**config.mk**
```make
export PLATFORM = sky130hd
export DESIGN_NAME = cau_div_cell
export DESIGN_NICKNAME = d
export VERILOG_FILES = /design/src/rtl/core/assert_macros.svh /design/src/rtl/core/cau_pkg.sv /design/src/rtl/core/cau_div_cell.sv
export SDC_FILE = /design/constraint.sdc
export NUM_CORES = 1
export LEC_CHECK = 0
export ABC_CLOCK_PERIOD_IN_PS = 9500
export BUFFER_PORTS_ARGS = -buffer_cell sky130_fd_sc_hd__clkbuf_2
export CAP_MARGIN = 30
export CORE_MARGIN = 1
export CORE_UTILIZATION = 56
export CTS_CLUSTER_SIZE = 28
export DETAILED_ROUTE_END_ITERATION = 10
export PLACE_DENSITY = 0.87
export SYNTH_ARGS = -nofsm -noshare
export SYNTH_HDL_FRONTEND = slang
export SYNTH_SLANG_ARGS = --single-unit
```
**constraint.sdc**
```tcl
create_clock -name clock -period 9.5 [get_ports clock]
set_clock_uncertainty 0.15 [all_clocks]
set_input_delay 0.95 -clock clock [delete_from_list [all_inputs] [get_ports clock]]
set_output_delay 0.95 -clock clock [all_outputs]
set_load 0.005 [all_outputs]
```
**src/rtl/core/assert_macros.svh**
```systemverilog
// assertion macros for the rtl files; complex_arith_unit includes them
`ifndef ASSERT_MACROS_SVH
`define ASSERT_MACROS_SVH
`ifndef NO_ASSERTIONS
`define CAU_ASSERT(lbl, clk, rst, prop) \
   lbl: assert property (@(posedge clk) disable iff (rst) prop) else $error("%m: check failed");
`define CAU_NEVER(lbl, clk, rst, expr) \
   lbl: assert property (@(posedge clk) disable iff (rst) !(expr)) else $error("%m: bad state");
`else
`define CAU_ASSERT(lbl, clk, rst, prop)
`define CAU_NEVER(lbl, clk, rst, expr)
`endif
`endif

```
**src/rtl/core/cau_pkg.sv**
```systemverilog
// types and constants of the complex arithmetic unit
package cau_pkg;

   localparam int DATA_WIDTH = 16;
   localparam int FRAC_BITS  = 8;

   localparam logic [1:0] ACT_ADD = 2'd0;
   localparam logic [1:0] ACT_SUB = 2'd1;
   localparam logic [1:0] ACT_MUL = 2'd2;
   localparam logic [1:0] ACT_DIV = 2'd3;

   typedef struct packed {
      logic [1:0]                   action;
      logic signed [DATA_WIDTH-1:0] a_real;
      logic signed [DATA_WIDTH-1:0] a_imag;
      logic signed [DATA_WIDTH-1:0] b_real;
      logic signed [DATA_WIDTH-1:0] b_imag;
   } req_type;

   typedef struct packed {
      logic signed [DATA_WIDTH-1:0] res_real;
      logic signed [DATA_WIDTH-1:0] res_imag;
      logic                         overflow;
      logic                         div_by_zero;
   } rsp_type;

   typedef struct packed {
      logic div;
      logic dbz;
   } ctl_type;

endpackage

```
**src/rtl/core/cau_div_cell.sv**
```systemverilog
// one restoring division step for both lanes, registered
module cau_div_cell #(
   parameter int W  = cau_pkg::DATA_WIDTH,
   parameter int XW = 3 * cau_pkg::DATA_WIDTH + 1 + cau_pkg::FRAC_BITS,
   parameter int K  = 0
) (
   input  logic                  clock,
   input  logic                  reset,
   input  logic                  en,
   input  logic                  up_valid,
   input  cau_pkg::ctl_type      up_ctl,
   input  logic [2*W-1:0]        up_den,
   input  logic [1:0]            up_neg,
   input  logic [1:0]            up_big,
   input  logic [1:0][XW-1:0]    up_rem,
   input  logic [1:0][W-1:0]     up_quot,
   output logic                  dn_valid,
   output cau_pkg::ctl_type      dn_ctl,
   output logic [2*W-1:0]        dn_den,
   output logic [1:0]            dn_neg,
   output logic [1:0]            dn_big,
   output logic [1:0][XW-1:0]    dn_rem,
   output logic [1:0][W-1:0]     dn_quot
);

   localparam bit IS_TOP = (K == W);

   logic                  valid_ff;
   cau_pkg::ctl_type      ctl_ff;
   logic [2*W-1:0]        den_ff;
   logic [1:0]            neg_ff;
   logic [1:0]            big_ff, big_in;
   logic [1:0][XW-1:0]    rem_ff, rem_in;
   logic [1:0][W-1:0]     quot_ff, quot_in;
   logic [XW-1:0]         shifted;

   always_comb begin
      shifted = XW'(up_den) << K;
      big_in  = up_big;
      rem_in  = up_rem;
      quot_in = up_quot;
      for (int l = 0; l < 2; l++) begin
         if (up_ctl.div && up_rem[l] >= shifted) begin
            if (IS_TOP) begin
               big_in[l] = 1'b1;
            end else begin
               rem_in[l]  = up_rem[l] - shifted;
               quot_in[l] = up_quot[l] | (W'(1) << K);
            end
         end
      end
   end

   always_ff @(posedge clock) begin
      if (reset) begin
         valid_ff <= 1'b0;
      end else if (en) begin
         valid_ff <= up_valid;
      end
   end

   always_ff @(posedge clock) begin
      if (en) begin
         ctl_ff  <= up_ctl;
         den_ff  <= up_den;
         neg_ff  <= up_neg;
         big_ff  <= big_in;
         rem_ff  <= rem_in;
         quot_ff <= quot_in;
      end
   end

   assign dn_valid = valid_ff;
   assign dn_ctl   = ctl_ff;
   assign dn_den   = den_ff;
   assign dn_neg   = neg_ff;
   assign dn_big   = big_ff;
   assign dn_rem   = rem_ff;
   assign dn_quot  = quot_ff;

endmodule

```
==> results.json <==
{
  "async_reset_ff_frac": 0,
  "use_met2": 0.533,
  "place_ws_ns": 4.79,
  "synth_edf_count": 184,
  "cts_buffers": 17,
  "irDropWorstVdd_uv": 135,
  "synth_ff_type": "edfxtp_1",
  "drc_errors": 0,
  "gp_congestion": 0.985,
  "arrival_ns": 4.35,
  "maxCapViolCount": 0,
  "power_mw": 2.22,
  "wl_microns": 34300,
  "clockBufferDepth": 2,
  "fp.dieArea_sq_mm": 0.0208,
  "slew_headroom": 0.438,
  "synth_top_area_cell": "edfxtp_1",
  "grt_start_max_net_pins": 103,
  "cts_resized": 0,
  "initial_core_util": 0.578,
  "grt_antenna_before_repair": 2,
  "dp_hpwl_microns": 26900,
  "max_freq_mhz": 232,
  "final_common_cell": "clkbuf_2",
  "die_h_microns": 144,
  "ys_ff_latch": 185,
  "drt_iter0_drc": 928,
  "grt_remaining_overflow": 0,
  "r2r-end": "dn_valid",
  "rsz0062_at_grt": "no",
  "syn_area_sq_mm": 0.0114,
  "path_class": "primary input to flip-flop",
  "final_core_util": 0.712,
  "rr_startpoint": "dn_valid",
  "cts-hold-fix-buffers": 0,
  "cpMaxStageDelayCell": "buf_4",
  "firstDrtPassIters": 8,
  "avgViaCountPerCell": 5.93,
  "crit_required_ns": 9.54,
  "r2r_cells": 2,
  "status": "completed",
  "use_met3": 0.0712,
  "hold_path_class": "flip-flop to flip-flop",
  "fill_cells": 1531,
  "crit_path_max_fanout": 61,
  "syn_area_per_cell_sq_um": 10.5,
  "min_to": "dn_valid",
  "netlist.area_leader.share": 0.487,
  "p_leak_nw": 6.11,
  "synth_cells": 1084,
  "synth.area.top_cells": "edfxtp_1 49%, ha_1 7.1%, xor2_1 5.2%",
  "multiInputGateArea_sq_mm": 0.00547,
  "cpLargestDelayFamily": "compound AO/OA/AOI/OAI gates",
  "worst_slack_ns": 5.19,
  "vias": 10200,
  "numPortBuffers": 372,
  "grt_pass1_vias": 9574,
  "cpPeakStageDelay_ns": 0.51,
  "finalCritPeriodShare": 0.454,
  "clock_latency_ns": 0.44,
  "cp-end-kind": "flip-flop",
  "cp-start-kind": "primary input",
  "worst_pin_slew_ns": 0.844,
  "yosys_warnings": 0,
  "gr-max-usage-layer": "met2",
  "rows": 51,
  "layout-drive-gt1-share": 0.299,
  "hp-start": "dn_valid",
  "r2r_setup_slack_ns": 8.76,
  "die_w_microns": 144,
  "cts_tree": "yes",
  "root_buffer": "clkbuf_16",
  "hold_viol": 0,
  "path_buf_inv": 3,
  "core_area_sq_mm": 0.0197,
  "slew_violations": 0,
  "power_density_mw_per_mm2": 158,
  "final_cell_mix": "371 x clkbuf_2, 184 x edfxtp_1, 117 x nand2_1",
  "ys_types": 75,
  "seq_area_frac_synth": 0.489,
  "area_delta_synth_final_pct": 23.2,
  "setup_violations": 0,
  "cts_max_level": 4,
  "postCtsSetupRepairBufs": 0,
  "holdPathStages": 2,
  "grt_util_met1": 0.393,
  "finalSetupTns_ns": 0,
  "cts.sinks": 185,
  "crit_chain": "clkbuf_2 -> inv_1 -> ha_1 -> a21o_1 -> a2111o_1 -> nor4_1 -> o21ai_1 -> o21a_1 -> a41oi_4 -> buf_4 -> nor3_1 -> and3_1 -> xor2_1",
  "grt_pass1_wl_microns": 50300,
  "period_minus_slack_ns": 4.31,
  "grt_usage": 0.322,
  "clk_pin_slew_ns": 0.08,
  "wl_per_cell_microns": 20.0,
  "ios": 373,
  "drt.antenna.violating_nets": 0,
  "synth_nets": 1338,
  "final-seq-area_sq_mm": 0.00555,
  "nNetsFinal": 1691
}
per-stage QoR:
stage,hold slack [ns],cells,cell area [sq um]
after floorplan,0.335,1084,11400
after global placement,0.324,1682,13400
after detailed placement,0.341,1682,13400
after CTS,0.362,1714,14000
after global routing,0.390,1716,14000
final,0.371,1716,14000
state kept, by name, indices dropped and copies added, names as in the netlist:
register and cells:
dn_rem 114, dn_den 32, dn_quot 32, dn_big 2, dn_ctl 2, dn_neg 2, dn_valid 1
power breakdown:
group | switching, mW | internal [mW]
Sequential | 0.0251 | 0.992
Combinational | 0.298 | 0.211
Clock | 0.345 | 0.346
cells by family (layout without fill, tap and decap cells):
kind of cell	after synthesis	after routing	synth area share
and+or+nand+nor	346	346	0.158
AOI/OAI and AO/OA	289	289	0.161
DFF	185	185	0.489
buffers and inverters	86	452	0.0315
muxes	6	6	0.00584
xor gates and xnor gates	106	106	0.0818
other	0	1	0
adders and majority gates	66	66	0.0741
metal layers:
metal	wire length, microns	vias up
met5	0	-
met1	13300	4728
met3	3070	101
met4	1560	0
li1	-	4766
met2	16400	573
worst reg2reg max path, cell delays in order (launching register included):
cell and delay [ns]:
dfxtp_1 0.32, mux2i_1 0.12, nor2_1 0.06
cell type report:
| cell class | count | share of cell area |
|---|---|---|
| flip-flops and latches | 185 | 0.396 |
| multi-input cells | 813 | 0.391 |
| repair buffers | 376 | 0.137 |
| clock buffers | 17 | 0.0304 |
| well taps | 265 | 0.0237 |
| inverters | 44 | 0.0118 |
| clock inverters | 15 | 0.00948 |
| diodes | 1 | 0.000179 |
worst max-delay path by stage:
| stage | cells past startpoint | start | slack (ns) | end |
|---|---|---|---|---|
| after floorplan | 11 | up_den[7] | 5.74 | dn_rem[95] |
| after global placement | 13 | up_den[30] | 4.96 | dn_rem[50] |
| after detailed placement | 13 | up_den[30] | 4.79 | dn_rem[50] |
| after CTS | 13 | up_den[30] | 5.20 | dn_rem[50] |
| final | 13 | up_den[30] | 5.19 | dn_rem[50] |
| after global routing | 13 | up_den[30] | 5.02 | dn_rem[50] |
synth_stat cells, types with 3 or more instances:
cell type,number
mux2_2,3
o21bai_1,10
xor2_1,67
nor4_1,19
nor2_1,47
o31a_1,5
nand2_1,117
o21ba_2,3
edfxtp_1,184
nand3_1,17
or4_1,8
a311oi_1,3
nand3b_1,5
a31oi_1,10
nor3_1,33
o21a_1,12
clkbuf_1,22
a211oi_1,10
or3_1,9
ha_1,64
and2_1,9
a21oi_1,67
inv_1,44
o21ai_1,3
buf_2,15
and3_1,10
nor2b_1,13
or2_2,5
nand2b_1,13
nand4_1,20
o21ai_2,3
o21ai_0,97
xnor2_1,39
a221o_1,3
o31ai_1,5
nand4b_1,7
a21o_1,32
Power figures use the tool's default switching activity.
